$ cat src/design/pet_pkg.sv
// Shared types and constants for the periodic event trigger.
`timescale 1ns / 1ps

package pet_pkg;

	localparam int NUM_IN     = 4;
	localparam int SAMPLE_W   = 16;
	localparam int DIM_W      = 3;
	localparam int GAIN_W     = 16;
	localparam int EPS_W      = 15;
	localparam int SKIP_W     = 16;
	localparam int COST_W     = 16;
	localparam int CNT_W      = 32;
	localparam int ENERGY_W   = 48;
	localparam int MAG_W      = 17;
	localparam int SUM_W      = 2 * MAG_W;
	localparam int PROD_W     = GAIN_W + MAG_W;
	localparam int ROOT_W     = 17;
	localparam int ENORM_W    = 19;
	localparam int SNORM_W    = 17;
	localparam int CFG_IDX_W  = 3;
	localparam int CFG_DATA_W = 16;

	localparam logic [CFG_IDX_W-1:0] REG_DIMENSION  = 3'd0;
	localparam logic [CFG_IDX_W-1:0] REG_SIGMA      = 3'd1;
	localparam logic [CFG_IDX_W-1:0] REG_EPSILON    = 3'd2;
	localparam logic [CFG_IDX_W-1:0] REG_SKIP_LIMIT = 3'd3;
	localparam logic [CFG_IDX_W-1:0] REG_TICK_COST  = 3'd4;
	localparam logic [CFG_IDX_W-1:0] REG_SEND_COST  = 3'd5;

	localparam logic [DIM_W-1:0]  DIMENSION_RST  = 3'd4;
	localparam logic [GAIN_W-1:0] SIGMA_RST      = 16'd6554;
	localparam logic [EPS_W-1:0]  EPSILON_RST    = 15'd41;
	localparam logic [SKIP_W-1:0] SKIP_LIMIT_RST = 16'd100;
	localparam logic [COST_W-1:0] TICK_COST_RST  = 16'd410;
	localparam logic [COST_W-1:0] SEND_COST_RST  = 16'd4096;

	typedef struct packed {
		logic [DIM_W-1:0]  dimension;
		logic [GAIN_W-1:0] sigma;
		logic [EPS_W-1:0]  epsilon;
		logic [SKIP_W-1:0] skip_limit;
		logic [COST_W-1:0] tick_cost;
		logic [COST_W-1:0] send_cost;
	} cfg_regs_t;

	typedef enum logic [2:0] {
		ST_IDLE,
		ST_ACC_E,
		ST_ACC_X,
		ST_SQ_E,
		ST_SQ_X,
		ST_MUL,
		ST_DECIDE
	} pet_state_t;

endpackage

$ cat src/design/pet_sample_if.sv
// Sample channel: one state vector per item.
`timescale 1ns / 1ps

interface pet_sample_if;
	import pet_pkg::*;

	logic                       valid;
	logic                       ready;
	logic signed [SAMPLE_W-1:0] sample_0;
	logic signed [SAMPLE_W-1:0] sample_1;
	logic signed [SAMPLE_W-1:0] sample_2;
	logic signed [SAMPLE_W-1:0] sample_3;

	modport source (output valid, sample_0, sample_1, sample_2, sample_3, input ready);
	modport sink (input valid, sample_0, sample_1, sample_2, sample_3, output ready);
endinterface

$ cat src/design/pet_result_if.sv
// Result channel: trigger decision, norms and running totals.
`timescale 1ns / 1ps

interface pet_result_if;
	import pet_pkg::*;

	logic                valid;
	logic                ready;
	logic                transmit;
	logic                forced;
	logic [ENORM_W-1:0]  error_norm;
	logic [SNORM_W-1:0]  state_norm;
	logic [SKIP_W-1:0]   skips;
	logic [CNT_W-1:0]    samples_seen;
	logic [CNT_W-1:0]    events_sent;
	logic [ENERGY_W-1:0] energy_used;

	modport source (output valid, transmit, forced, error_norm, state_norm, skips,
		samples_seen, events_sent, energy_used, input ready);
	modport sink (input valid, transmit, forced, error_norm, state_norm, skips,
		samples_seen, events_sent, energy_used, output ready);
endinterface

$ cat src/design/pet_cfg_if.sv
// Configuration write channel.
`timescale 1ns / 1ps

interface pet_cfg_if;
	import pet_pkg::*;

	logic                  valid;
	logic                  ready;
	logic [CFG_IDX_W-1:0]  index;
	logic [CFG_DATA_W-1:0] data;

	modport source (output valid, index, data, input ready);
	modport sink (input valid, index, data, output ready);
endinterface

$ cat src/design/pet_cfg.sv
// Configuration register file.
`timescale 1ns / 1ps

module pet_cfg (
	input  logic              clk,
	input  logic              arst_n,
	pet_cfg_if.sink           cfg,
	output pet_pkg::cfg_regs_t regs
);
	import pet_pkg::*;

	cfg_regs_t regs_q;

	assign cfg.ready = 1'b1;
	assign regs      = regs_q;

	always_ff @(posedge clk or negedge arst_n) begin
		if (!arst_n) begin
			regs_q <= '{dimension: DIMENSION_RST, sigma: SIGMA_RST, epsilon: EPSILON_RST,
				skip_limit: SKIP_LIMIT_RST, tick_cost: TICK_COST_RST,
				send_cost: SEND_COST_RST};
		end else if (cfg.valid) begin
			case (cfg.index)
				REG_DIMENSION:  regs_q.dimension  <= cfg.data[DIM_W-1:0];
				REG_SIGMA:      regs_q.sigma      <= cfg.data[GAIN_W-1:0];
				REG_EPSILON:    regs_q.epsilon    <= cfg.data[EPS_W-1:0];
				REG_SKIP_LIMIT: regs_q.skip_limit <= cfg.data[SKIP_W-1:0];
				REG_TICK_COST:  regs_q.tick_cost  <= cfg.data[COST_W-1:0];
				REG_SEND_COST:  regs_q.send_cost  <= cfg.data[COST_W-1:0];
				default: ;
			endcase
		end
	end
endmodule

$ cat src/design/pet_sqrt.sv
// Iterative integer square root, two radicand bits per cycle.
`timescale 1ns / 1ps

module pet_sqrt (
	input  logic                        clk,
	input  logic                        arst_n,
	input  logic                        start,
	input  logic [pet_pkg::SUM_W-1:0]   radicand,
	output logic                        done,
	output logic [pet_pkg::ROOT_W-1:0]  root
);
	import pet_pkg::*;

	localparam logic [SUM_W-1:0] BIT_INIT = SUM_W'(1) << (SUM_W - 2);

	logic [SUM_W-1:0] v_q;
	logic [SUM_W-1:0] bit_q;
	logic [SUM_W:0]   res_q;
	logic [SUM_W:0]   trial;
	logic             fits;
	logic             running_q;
	logic             done_q;

	assign trial = res_q + {1'b0, bit_q};
	assign fits  = {1'b0, v_q} >= trial;
	assign done  = done_q;
	assign root  = res_q[ROOT_W-1:0];

	always_ff @(posedge clk or negedge arst_n) begin
		if (!arst_n) begin
			running_q <= 1'b0;
			done_q    <= 1'b0;
		end else begin
			done_q <= 1'b0;
			if (start) begin
				running_q <= 1'b1;
			end else if (running_q && bit_q[0]) begin
				running_q <= 1'b0;
				done_q    <= 1'b1;
			end
		end
	end

	always_ff @(posedge clk) begin
		if (start) begin
			v_q   <= radicand;
			res_q <= '0;
			bit_q <= BIT_INIT;
		end else if (running_q) begin
			if (fits) begin
				v_q   <= v_q - trial[SUM_W-1:0];
				res_q <= (res_q >> 1) + {1'b0, bit_q};
			end else begin
				res_q <= res_q >> 1;
			end
			bit_q <= bit_q >> 2;
		end
	end
endmodule

$ cat src/design/periodic_event_trigger.sv
// Periodic event trigger: norm-based transmit decision with a forced-refresh rule.
// The datapath is one shared 17x17 multiplier (two products per element) and one shared
// square root unit that runs 17 steps for each of the two norms.
// One item at a time; the next sample is accepted the cycle after the result is registered.
// Reset: registers to defaults, stored vector, skip count, counters and energy cleared.
`timescale 1ns / 1ps

module periodic_event_trigger #(
	parameter int MAX_DIM = 4
) (
	input  logic         clk,
	input  logic         arst_n,
	pet_sample_if.sink   samples,
	pet_result_if.source results,
	pet_cfg_if.sink      cfg
);
	import pet_pkg::*;

	localparam int LAST_DEPTH = (MAX_DIM < NUM_IN) ? MAX_DIM : NUM_IN;
	localparam int IDX_W      = (LAST_DEPTH > 1) ? $clog2(LAST_DEPTH) : 1;

	cfg_regs_t regs;

	pet_state_t state_q, state_d;

	logic [IDX_W-1:0]           elem_q;
	logic [DIM_W-1:0]           n_q;
	logic [DIM_W-1:0]           n_eff;
	logic signed [SAMPLE_W-1:0] sample_in [NUM_IN];
	logic signed [SAMPLE_W-1:0] samp_q [LAST_DEPTH];
	logic signed [SAMPLE_W-1:0] last_q [LAST_DEPTH];
	logic [SUM_W-1:0]           esum_q;
	logic [SUM_W-1:0]           xsum_q;
	logic [ROOT_W-1:0]          en_q;
	logic [ROOT_W-1:0]          xn_q;
	logic [PROD_W-1:0]          prod_q;
	logic [SKIP_W-1:0]          skip_q;
	logic [CNT_W-1:0]           samp_cnt_q;
	logic [CNT_W-1:0]           evt_cnt_q;
	logic [ENERGY_W-1:0]        energy_q;

	logic                out_valid_q;
	logic                out_transmit_q;
	logic                out_forced_q;
	logic [ROOT_W-1:0]   out_en_q;
	logic [ROOT_W-1:0]   out_xn_q;
	logic [SKIP_W-1:0]   out_skips_q;
	logic [CNT_W-1:0]    out_samp_q;
	logic [CNT_W-1:0]    out_evt_q;
	logic [ENERGY_W-1:0] out_energy_q;

	logic                       in_acc;
	logic                       out_free;
	logic                       commit;
	logic                       elem_last;
	logic signed [SAMPLE_W-1:0] cur_x;
	logic signed [SAMPLE_W-1:0] cur_l;
	logic signed [MAG_W-1:0]    diff;
	logic signed [MAG_W-1:0]    x_ext;
	logic [MAG_W-1:0]           mag_e;
	logic [MAG_W-1:0]           mag_x;
	logic [MAG_W-1:0]           mul_a;
	logic [MAG_W-1:0]           mul_b;
	logic [SUM_W-1:0]           product;
	logic [SUM_W-1:0]           lhs;
	logic [SUM_W-1:0]           rhs;
	logic                       forced;
	logic                       trig;
	logic [ENERGY_W:0]          energy_sum;
	logic [ENERGY_W-1:0]        energy_next;
	logic [SKIP_W-1:0]          skip_next;
	logic                       sq_start;
	logic [SUM_W-1:0]           sq_rad;
	logic                       sq_done;
	logic [ROOT_W-1:0]          sq_root;

	pet_cfg u_cfg (
		.clk    (clk),
		.arst_n (arst_n),
		.cfg    (cfg),
		.regs   (regs)
	);

	pet_sqrt u_sqrt (
		.clk      (clk),
		.arst_n   (arst_n),
		.start    (sq_start),
		.radicand (sq_rad),
		.done     (sq_done),
		.root     (sq_root)
	);

	assign sample_in[0] = samples.sample_0;
	assign sample_in[1] = samples.sample_1;
	assign sample_in[2] = samples.sample_2;
	assign sample_in[3] = samples.sample_3;

	assign samples.ready = (state_q == ST_IDLE);
	assign in_acc        = samples.valid && samples.ready;
	assign out_free      = !out_valid_q || results.ready;
	assign commit        = (state_q == ST_DECIDE) && out_free;

	assign n_eff = (regs.dimension > DIM_W'(LAST_DEPTH)) ? DIM_W'(LAST_DEPTH) : regs.dimension;
	assign elem_last = (DIM_W'(elem_q) + DIM_W'(1)) == n_q;

	// element operands: error magnitude and state magnitude
	assign cur_x = samp_q[elem_q];
	assign cur_l = last_q[elem_q];
	assign diff  = {cur_l[SAMPLE_W-1], cur_l} - {cur_x[SAMPLE_W-1], cur_x};
	assign x_ext = {cur_x[SAMPLE_W-1], cur_x};
	assign mag_e = diff[MAG_W-1] ? MAG_W'(-diff) : MAG_W'(diff);
	assign mag_x = x_ext[MAG_W-1] ? MAG_W'(-x_ext) : MAG_W'(x_ext);

	// the one multiplier: squares during accumulation, sigma * state_norm afterwards
	always_comb begin
		case (state_q)
			ST_ACC_E: begin
				mul_a = mag_e;
				mul_b = mag_e;
			end
			ST_ACC_X: begin
				mul_a = mag_x;
				mul_b = mag_x;
			end
			default: begin
				mul_a = MAG_W'(regs.sigma);
				mul_b = MAG_W'(xn_q);
			end
		endcase
	end
	assign product = mul_a * mul_b;

	// exact test: en * 2^16 > sigma * xn + eps * 2^16
	assign lhs    = SUM_W'({en_q, {GAIN_W{1'b0}}});
	assign rhs    = SUM_W'(prod_q) + SUM_W'({regs.epsilon, {GAIN_W{1'b0}}});
	assign forced = skip_q >= regs.skip_limit;
	assign trig   = forced || (lhs > rhs);

	// saturating once over both costs gives the same total as two saturating adds
	assign energy_sum = {1'b0, energy_q} + (ENERGY_W + 1)'(regs.tick_cost)
		+ (trig ? (ENERGY_W + 1)'(regs.send_cost) : '0);
	assign energy_next = energy_sum[ENERGY_W] ? '1 : energy_sum[ENERGY_W-1:0];
	assign skip_next = trig ? '0 : ((skip_q != '1) ? skip_q + SKIP_W'(1) : skip_q);

	assign sq_rad = (state_q == ST_SQ_E) ? xsum_q : ((state_q == ST_IDLE) ? '0 : esum_q);

	always_comb begin
		state_d  = state_q;
		sq_start = 1'b0;
		case (state_q)
			ST_IDLE: begin
				if (in_acc) begin
					if (n_eff == '0) begin
						state_d  = ST_SQ_E;
						sq_start = 1'b1;
					end else begin
						state_d = ST_ACC_E;
					end
				end
			end
			ST_ACC_E: state_d = ST_ACC_X;
			ST_ACC_X: begin
				if (elem_last) begin
					state_d  = ST_SQ_E;
					sq_start = 1'b1;
				end else begin
					state_d = ST_ACC_E;
				end
			end
			ST_SQ_E: begin
				if (sq_done) begin
					state_d  = ST_SQ_X;
					sq_start = 1'b1;
				end
			end
			ST_SQ_X: begin
				if (sq_done) begin
					state_d = ST_MUL;
				end
			end
			ST_MUL: state_d = ST_DECIDE;
			ST_DECIDE: begin
				if (out_free) begin
					state_d = ST_IDLE;
				end
			end
			default: state_d = ST_IDLE;
		endcase
	end

	always_ff @(posedge clk or negedge arst_n) begin
		if (!arst_n) begin
			state_q <= ST_IDLE;
		end else begin
			state_q <= state_d;
		end
	end

	always_ff @(posedge clk or negedge arst_n) begin
		if (!arst_n) begin
			elem_q      <= '0;
			n_q         <= '0;
			skip_q      <= '0;
			samp_cnt_q  <= '0;
			evt_cnt_q   <= '0;
			energy_q    <= '0;
			out_valid_q <= 1'b0;
			for (int i = 0; i < LAST_DEPTH; i++) begin
				last_q[i] <= '0;
			end
		end else begin
			if (in_acc) begin
				elem_q <= '0;
				n_q    <= n_eff;
			end else if (state_q == ST_ACC_X) begin
				elem_q <= elem_q + IDX_W'(1);
			end

			if (commit) begin
				skip_q      <= skip_next;
				samp_cnt_q  <= samp_cnt_q + CNT_W'(1);
				evt_cnt_q   <= trig ? evt_cnt_q + CNT_W'(1) : evt_cnt_q;
				energy_q    <= energy_next;
				out_valid_q <= 1'b1;
				for (int i = 0; i < LAST_DEPTH; i++) begin
					if (trig && (DIM_W'(i) < n_q)) begin
						last_q[i] <= samp_q[i];
					end
				end
			end else if (results.ready) begin
				out_valid_q <= 1'b0;
			end
		end
	end

	always_ff @(posedge clk) begin
		case (state_q)
			ST_IDLE: begin
				if (in_acc) begin
					esum_q <= '0;
					xsum_q <= '0;
					for (int i = 0; i < LAST_DEPTH; i++) begin
						samp_q[i] <= sample_in[i];
					end
				end
			end
			ST_ACC_E: esum_q <= esum_q + product;
			ST_ACC_X: xsum_q <= xsum_q + product;
			ST_SQ_E: begin
				if (sq_done) begin
					en_q <= sq_root;
				end
			end
			ST_SQ_X: begin
				if (sq_done) begin
					xn_q <= sq_root;
				end
			end
			ST_MUL: prod_q <= product[PROD_W-1:0];
			default: ;
		endcase

		if (commit) begin
			out_transmit_q <= trig;
			out_forced_q   <= forced;
			out_en_q       <= en_q;
			out_xn_q       <= xn_q;
			out_skips_q    <= skip_next;
			out_samp_q     <= samp_cnt_q + CNT_W'(1);
			out_evt_q      <= trig ? evt_cnt_q + CNT_W'(1) : evt_cnt_q;
			out_energy_q   <= energy_next;
		end
	end

	assign results.valid        = out_valid_q;
	assign results.transmit     = out_transmit_q;
	assign results.forced       = out_forced_q;
	assign results.error_norm   = ENORM_W'(out_en_q);
	assign results.state_norm   = SNORM_W'(out_xn_q);
	assign results.skips        = out_skips_q;
	assign results.samples_seen = out_samp_q;
	assign results.events_sent  = out_evt_q;
	assign results.energy_used  = out_energy_q;

	a_transmit_clears_skips: assert property (@(posedge clk) disable iff (!arst_n)
		out_valid_q && out_transmit_q |-> out_skips_q == '0)
		else $error("transmit result with nonzero skip count");

	a_forced_is_transmit: assert property (@(posedge clk) disable iff (!arst_n)
		out_valid_q && out_forced_q |-> out_transmit_q)
		else $error("forced result without transmit");

	a_sqrt_done_in_root_state: assert property (@(posedge clk) disable iff (!arst_n)
		sq_done |-> (state_q == ST_SQ_E || state_q == ST_SQ_X))
		else $error("square root finished outside a root state");

	a_accept_leaves_idle: assert property (@(posedge clk) disable iff (!arst_n)
		in_acc |=> state_q != ST_IDLE)
		else $error("sequencer stayed idle after accepting an item");

	a_commit_counts_sample: assert property (@(posedge clk) disable iff (!arst_n)
		commit |=> out_valid_q && (samp_cnt_q == $past(samp_cnt_q) + CNT_W'(1)))
		else $error("sample counter did not advance on result");
endmodule

$ cat src/flat_wrapper.sv
// flat-port wrapper written by rule: the top's interface ports become plain ports
module periodic_event_trigger_flat import pet_pkg::*;
#(
	parameter int MAX_DIM = 4
)
  (clk, arst_n, samples_valid, samples_sample_0, samples_sample_1, samples_sample_2, samples_sample_3, samples_ready, results_valid, results_transmit, results_forced, results_error_norm, results_state_norm, results_skips, results_samples_seen, results_events_sent, results_energy_used, results_ready, cfg_valid, cfg_index, cfg_data, cfg_ready);
  pet_sample_if samples_i ();
  pet_result_if results_i ();
  pet_cfg_if cfg_i ();
  input  logic clk;
  input  logic arst_n;
  input wire logic [$bits(samples_i.valid)-1:0] samples_valid;
  input wire logic [$bits(samples_i.sample_0)-1:0] samples_sample_0;
  input wire logic [$bits(samples_i.sample_1)-1:0] samples_sample_1;
  input wire logic [$bits(samples_i.sample_2)-1:0] samples_sample_2;
  input wire logic [$bits(samples_i.sample_3)-1:0] samples_sample_3;
  output wire logic [$bits(samples_i.ready)-1:0] samples_ready;
  output wire logic [$bits(results_i.valid)-1:0] results_valid;
  output wire logic [$bits(results_i.transmit)-1:0] results_transmit;
  output wire logic [$bits(results_i.forced)-1:0] results_forced;
  output wire logic [$bits(results_i.error_norm)-1:0] results_error_norm;
  output wire logic [$bits(results_i.state_norm)-1:0] results_state_norm;
  output wire logic [$bits(results_i.skips)-1:0] results_skips;
  output wire logic [$bits(results_i.samples_seen)-1:0] results_samples_seen;
  output wire logic [$bits(results_i.events_sent)-1:0] results_events_sent;
  output wire logic [$bits(results_i.energy_used)-1:0] results_energy_used;
  input wire logic [$bits(results_i.ready)-1:0] results_ready;
  input wire logic [$bits(cfg_i.valid)-1:0] cfg_valid;
  input wire logic [$bits(cfg_i.index)-1:0] cfg_index;
  input wire logic [$bits(cfg_i.data)-1:0] cfg_data;
  output wire logic [$bits(cfg_i.ready)-1:0] cfg_ready;
  assign samples_i.valid = samples_valid;
  assign samples_i.sample_0 = samples_sample_0;
  assign samples_i.sample_1 = samples_sample_1;
  assign samples_i.sample_2 = samples_sample_2;
  assign samples_i.sample_3 = samples_sample_3;
  assign samples_ready = samples_i.ready;
  assign results_valid = results_i.valid;
  assign results_transmit = results_i.transmit;
  assign results_forced = results_i.forced;
  assign results_error_norm = results_i.error_norm;
  assign results_state_norm = results_i.state_norm;
  assign results_skips = results_i.skips;
  assign results_samples_seen = results_i.samples_seen;
  assign results_events_sent = results_i.events_sent;
  assign results_energy_used = results_i.energy_used;
  assign results_i.ready = results_ready;
  assign cfg_i.valid = cfg_valid;
  assign cfg_i.index = cfg_index;
  assign cfg_i.data = cfg_data;
  assign cfg_ready = cfg_i.ready;
  periodic_event_trigger #(.MAX_DIM(MAX_DIM)) u_core (.clk(clk), .arst_n(arst_n), .samples(samples_i), .results(results_i), .cfg(cfg_i));
endmodule
$ cat config.mk
export PLATFORM = sky130hd
export DESIGN_NAME = periodic_event_trigger_flat
export DESIGN_NICKNAME = d
export VERILOG_FILES = /design/src/design/pet_pkg.sv /design/src/design/pet_sample_if.sv /design/src/design/pet_result_if.sv /design/src/design/pet_cfg_if.sv /design/src/design/pet_cfg.sv /design/src/design/pet_sqrt.sv /design/src/design/periodic_event_trigger.sv /design/src/flat_wrapper.sv
export SDC_FILE = /design/constraint.sdc
export NUM_CORES = 2
export LEC_CHECK = 0
export BUFFER_PORTS_ARGS = -buffer_cell sky130_fd_sc_hd__clkbuf_2
export CORE_ASPECT_RATIO = 1.25
export CORE_MARGIN = 2
export CORE_UTILIZATION = 63
export CTS_CLUSTER_DIAMETER = 80
export CTS_CLUSTER_SIZE = 10
export DETAILED_ROUTE_END_ITERATION = 8
export PLACE_DENSITY = 0.8
export SETUP_SLACK_MARGIN = 0.15
export SYNTH_ARGS = -nofsm -noshare
export SYNTH_HDL_FRONTEND = slang
export SYNTH_HIERARCHICAL = 1
export SYNTH_SLANG_ARGS = --single-unit
$ cat constraint.sdc
create_clock -name clk -period 17.7 [get_ports clk]
set_input_delay 0.885 -clock clk [delete_from_list [all_inputs] [get_ports clk]]
set_output_delay 0.885 -clock clk [all_outputs]
set_load 0.05 [all_outputs]
* After elaboration in Yosys (flattened, before gate mapping)
Memories as Yosys holds them, arrays and structs flattened. A register that Yosys moved wholly into a read port is not among the register bits.
Cells that the tools add are included.
** Operators by class
- $add $sub $neg :: 16
- Multipliers :: 1
- Div/mod/pow operators :: 0
- $lt $le $gt $ge :: 9
- Equal/unequal tests :: 17
- Shift-type cells :: 0
- Mux-type cells :: 45
- Bitwise operators :: 1
- Reduce and logical (&&, ||, !) cells :: 40
** Operators with widths (number)
- two-way mux 34 bit :: 6
- case mux 34 bit (2 select lines) :: 2
- two-way mux 16 bit :: 5
- adder 34 bit :: 2
- case mux 17 bit (2 select lines) :: 2
- adder 32 x 1 -> 32 bit, second input constant :: 2
- adder 48 x 16 -> 49 bit :: 1
- adder 49 bit :: 1
- two-way mux 48 bit :: 1
- adder 34 x 33 -> 35 bit :: 1
- adder 35 x 33 -> 35 bit :: 1
- >= comparator 34 x 35 -> 1 bit :: 1
- two-way mux 35 bit :: 1
- adder 33 x 31 -> 34 bit :: 1
- greater-than comparator 33 x 34 -> 1 bit :: 1
- multiplier 17 x 17 -> 34 bit :: 1
- two-way mux 17 bit :: 2
- subtractor 34 bit :: 1
- binary-select mux 16 bit (select 2 bit) :: 1
- two-way mux 32 bit :: 1
- AND reduction 2 bit :: 15
- case mux 3 bit (7 select lines) :: 1
- negation 16 -> 17 bit :: 1
- negation 17 bit :: 1
- other kinds (27) :: 77
** Storage, ports and cells
- Register bits :: 606
- Latch bits :: 0
- Memory bits (writable) :: 64
- ROM bits :: 0
- Input port bits :: 88
- Logic and storage cells :: 162
- Memories :: 1
** Memory list
- u_core.samp_q :: depth 4, width 16, rd ports 5, clocked after memory_dff 4, wr ports 4, RTL line periodic_event_trigger.sv:30 : logic signed [SAMPLE_W-1:0] samp_q [LAST_DEPTH];

* Depth between registers and ports, before layout
- Depth in word-level cells :: 11
- Gate-level depth with buffers :: 51
- Gate-level depth less buffers :: 47

* By module
Netlist, hierarchy kept.
** Modules (own cells, without submodules)
- periodic_event_trigger :: instances 1, cells each 3778, area an instance 40232.3 sq um
- pet_sqrt :: instances 1, cells each 939, area an instance 7694.9 sq um
- pet_cfg :: instances 1, cells each 180, area an instance 3269.4 sq um

* Least setup slack after synthesis
No wires, ideal clock.
- Kind :: register to register
- Start :: register u_core.elem_q[0]
- End :: register u_core.xsum_q[33], data pin
- Library setup time :: 266 ps
- Data arrival time :: 12029 ps
- Path slack :: 5405 ps
- Stages on the path, launching flop included :: 50
- Buffers on the path :: 6
- Clock period less this slack :: 12295 ps
- Cell sequence :: dfrtp_1 > buf_4 > buf_2 > buf_2 > buf_1 > mux4_2 > ha_1 > buf_6 > a21o_1 > a21o_1 > a21oi_2 > a21boi_1 > o21a_2 > or2_0 > or3_1 > a21oi_1 > a211o_1 > buf_4 > [14 not listed] > nor2_1 > o21a_1 > a311o_1 > a41o_1 > nor4_1 > o41a_1 > xnor2_1 > ha_1 > nand3_1 > nor4_1 > o211ai_1 > nand2_1 > o2111ai_1 > a41oi_1 > a2111oi_0 > a311oi_1 > xnor2_1 > nor2_1
** Between the ends
- Word-level cells in the longest chain between the ends :: 11
** RTL lines
- start: declaration :: RTL line periodic_event_trigger.sv:26 : logic [IDX_W-1:0] elem_q;
- start signal: assignment :: RTL line periodic_event_trigger.sv:216 : elem_q <= elem_q + IDX_W'(1);
- NOT 2 -> 3 bit (not written as such) :: RTL line periodic_event_trigger.sv:108 : assign cur_l = last_q[elem_q];
- binary-select mux 16 bit (select 2 bit) :: RTL line periodic_event_trigger.sv:108
- two-way mux 16 bit (not written as such) (2 in series) :: RTL line periodic_event_trigger.sv:108
- subtractor 16 x 16 -> 17 bit :: RTL line periodic_event_trigger.sv:109 : assign diff = {cur_l[SAMPLE_W-1], cur_l} - {cur_x[SAMPLE_W-1], cur_x};
- negation 17 bit :: RTL line periodic_event_trigger.sv:111 : assign mag_e = diff[MAG_W-1] ? MAG_W'(-diff) : MAG_W'(diff);
- two-way mux 17 bit :: RTL line periodic_event_trigger.sv:111
- case mux 17 bit (2 select lines) :: RTL line periodic_event_trigger.sv:116 : case (state_q)
- multiplier 17 x 17 -> 34 bit * :: RTL line periodic_event_trigger.sv:131 : assign product = mul_a * mul_b;
- net u_core.product[22] :: RTL line periodic_event_trigger.sv:64 : logic [SUM_W-1:0] product;
- adder 34 bit * :: RTL line periodic_event_trigger.sv:248 : ST_ACC_X: xsum_q <= xsum_q + product;
- case mux 34 bit (2 select lines) * :: RTL line periodic_event_trigger.sv:237 : case (state_q)
- end signal: assignment :: RTL line periodic_event_trigger.sv:248
- end: declaration :: RTL line periodic_event_trigger.sv:33 : logic [SUM_W-1:0] xsum_q;
Mark *: on every way through the listed nets, which the timed path passes. The rest lies on a longest branch. The select of a mux whose other input is x is not followed.
A chain may end at the register's enable or synchronous reset.

* Final worst setup path
Same ends and word-level chain as after synthesis.

==> metrics.md <==
| Metric | Value |
|---|---|
| CP endpoint kind | flip-flop |
| Area after DPL | 53200 sq um |
| Synth Register Bits | 734 |
| Most frequent cell after synthesis | nand2_1 |
| CP startpoint | u_core/elem_q[0] |
| Logic pwr share | 0.133 |
| Yosys top cell by area | edfxtp_1 |
| Final wirelength | 136.4 mm |
| Hpwl dp | 100.9 mm |
| CTS Buf Count | 84 |
| Final Cell Area | 55720 sq um |
| Layout Cells excl Fill | 6215 |
| Max clock buf depth | 3 |
| Sequential share of the synthesized area | 0.3930 |
| Syn Inst Count | 4897 |
| Post-Syn Area | 51200 sq um |
| Post-CTS sizing | 0 |
| Type of the tightest min-delay check | in2async |
| CP Class | reg2reg |
| CTS clk-pin slew, worst paths | 60 ps |
| CTS tree | built |
| Area contributors post-synth | edfxtp_1 23%, dfrtp_1 13%, fa_1 9.6% |
| Number of flops mapped to enable cells by yosys | 397 |
| Share of synthesized flip-flops with an asynchronous set or reset | 0.3883 |
| Boundary Pins | 257 |
| Critical path startpoint category | flip-flop |
| DR vias/cell | 6.207 |
| Post CTS Setup Buffer Count | 0 |
| Total Routing Usage GR | 0.3313 |
| WP data required | 18110 ps |
| Htree depth | 3 |
| Arrival time at the worst endpoint | 13620 ps |
| CP max stage cell | mux4_2 |
| Number of failing hold endpoints at the final stage | 0 |
| Skew-Pair Late Insertion Delay | 680 ps |
| DIE HEIGHT | 322.7 microns |
| Grt ovf | 0 |
| Placed Cells | 6059 |
| Netlist cell types | 130 |
| Synth warnings | 6 |
| Crit-path max FO | 32 |
| Fin Setup TNS | 0 ps |
| CTS root buf | clkbuf_16 |
| Vias | 38580 |
| Slew HR | 0.2390 |
| Buffer and inverter count on the worst path | 7 |
| Wire per inst | 21.95 microns |
| Net Sw Power | 1.059 mW |
| RePlAce Congestion | 0.9595 |
| FMAX | 0.07574 GHz |
| Crit path max-delay family | compound AO/OA/AOI/OAI gates |
| Int Pwr | 3.019 mW |
| Antenna violations before repair | 5 |
| Port buffer count | 253 |
| Switch share | 0.2597 |
| Maximum VDD drop | 67.90 uV |
| DRT iter0 DRCs | 3674 |
| Max Slew Vio Count | 0 |
| Most used DFF post-synth | edfxtp_1 |
| Max Cap Violations | 0 |
| Share of cells above drive strength 1 | 0.1390 |
| Worst r2r src | u_core/elem_q[0] |
| Area growth syn-to-layout | 8.830% |
| Starting Density | 0.6379 |
| Leakage | 25.32 nW |
| Worst Max-Slew Pin Slew | 1135 ps |
| DRC Markers | 0 |
| Die area | 83580 sq um |
| Avg Cell Area, Syn | 10.45 sq um |
| Setup violations, final | 0 |
| Synth top area share | 0.2329 |
| Horiz. Die Dim | 259.0 microns |
| Cell Rows | 116 |
| Flop pwr share | 0.470 |
| Vias in the first global route | 38710 |
| Core area | 80260 sq um |
| Largest net degree at the start of global routing | 118 |
| PwrDens | 73.18 nW/um^2 |
| Outcome | completed |
| Final worst path period share | 0.7460 |
| Final Skew | 55.21 ps |
| First-pass GRT wire length | 215.1 mm |
| Minimum clock period | 13200 ps |
| Clock Power Share | 0.397 |
| Final ANT Viol Nets | 0 |
| Clock sink count | 734 |
| Max incr delay on CP | 650 ps |
| Pre-antenna DRT Iters | 6 |
| RSZ-0062 raised after global routing | false |
| List of most frequent post-synthesis cells | 482 x nand2_1, 402 x inv_1, 397 x edfxtp_1 |
| NumNets Final | 5749 |
| Post-CTS Hold Buffers | 0 |
worst register-to-register path, delay by kind of cell, from the launching register on:
family / cells / cell delay [ps]
and+or+nand+nor: 10 / 2150
xor gates and xnor gates: 2 / 280
DFF: 1 / 460
buffers and inverters: 7 / 910
adders and majority gates: 9 / 4170
AOI/OAI and AO/OA: 16 / 4310
muxes: 1 / 660
area by class of cell:
| cell class | count | area [sq um] |
|---|---|---|
| antenna | 3 | 7.507 |
| clock buffer | 145 | 2372 |
| clock inverter | 8 | 138.9 |
| fill | 5959 | 24540 |
| inverter | 405 | 1528 |
| multi-input combinational | 3556 | 28580 |
| sequential | 734 | 20120 |
| tap | 1062 | 1329 |
| timing repair buffer | 302 | 1644 |
sequential cells by signal, indices dropped and copies added, names as in the netlist, 32 cells and up:
name,flops
u_core/energy_q,48
u_core/esum_q,34
u_core/evt_cnt_q,32
u_core/last_q,64
u_core/prod_q,33
u_core/results.energy_used,48
u_core/results.events_sent,32
u_core/results.samples_seen,32
u_core/samp_cnt_q,32
u_core/samp_q,64
u_core/u_cfg/regs,82
u_core/u_sqrt/res_q,35
u_core/u_sqrt/v_q,34
u_core/xsum_q,34
kinds of logic after synthesis:
logic type      after synthesis  synth area share
simple gates               1441            0.1347
compound gates              923            0.1214
flops                       734            0.3930
buf+inv                     614           0.05044
fa+ha+maj                   578            0.1773
xor+xnor                    368           0.06337
mux                         236           0.05958
other cells                   3         0.0002199
path summary, 6_finish.rpt:
kind,to,slack [ps],cells after the start
max,u_core/xsum_q[33],4500,45
min,u_core/energy_q[34],240,1
max reg2reg,u_core/xsum_q[33],4500,45
min reg2reg,u_core/results.state_norm[15],450,0
max in group asynchronous,u_core/u_sqrt/running_q,15870,2
min in group clk,u_core/samp_q[2][12],390,1
per-stage QoR:
| stage | hold slack [ps] | utilization | total power [mW] | setup WS, ps |
|---|---|---|---|---|
| global route | 335.5 | 0.6942 | 4.230 | 3411 |
| detailed placement | 439.6 | 0.6628 | 2.468 | 4601 |
| global placement | 429.1 | 0.6628 | 2.446 | 4861 |
| floorplan | 417.4 | - | 2.319 | 5405 |
| finish | 240.7 | 0.6942 | 4.078 | 4496 |
| CTS | 305.8 | 0.6941 | 4.089 | 4491 |
power groups by stage:
| stage | Clock, mW | Sequential (mW) | Combinational [mW] |
|---|---|---|---|
| CTS | 1.64 | 1.91 | 0.534 |
| floorplan | 0 | 1.92 | 0.399 |
| detailed placement | 0 | 1.94 | 0.525 |
| global route | 1.71 | 1.92 | 0.600 |
| global placement | 0 | 1.94 | 0.505 |
| finish | 1.62 | 1.92 | 0.542 |
metal layers:
metal,routed length (microns),track usage,vias up
li1,-,-,17560
met1,51040,0.4010,19000
met2,67930,0.5683,1609
met3,9668,0.05571,402
met4,7738,0.1737,4
met5,20,0,-
layout by cell type, fill, tap and decap left out, drive strengths merged, types with 186 or more instances in the layout:
| cell type | Yosys | final |
|---|---|---|
| a21oi | 205 | 205 |
| clkbuf | 112 | 397 |
| dfrtp | 265 | 265 |
| edfxtp | 397 | 397 |
| fa | 246 | 246 |
| ha | 332 | 332 |
| inv | 404 | 408 |
| nand2 | 483 | 483 |
| nor2 | 342 | 342 |
| o21ai | 186 | 186 |
| xnor2 | 225 | 225 |
(Power assumes the default switching activity.)
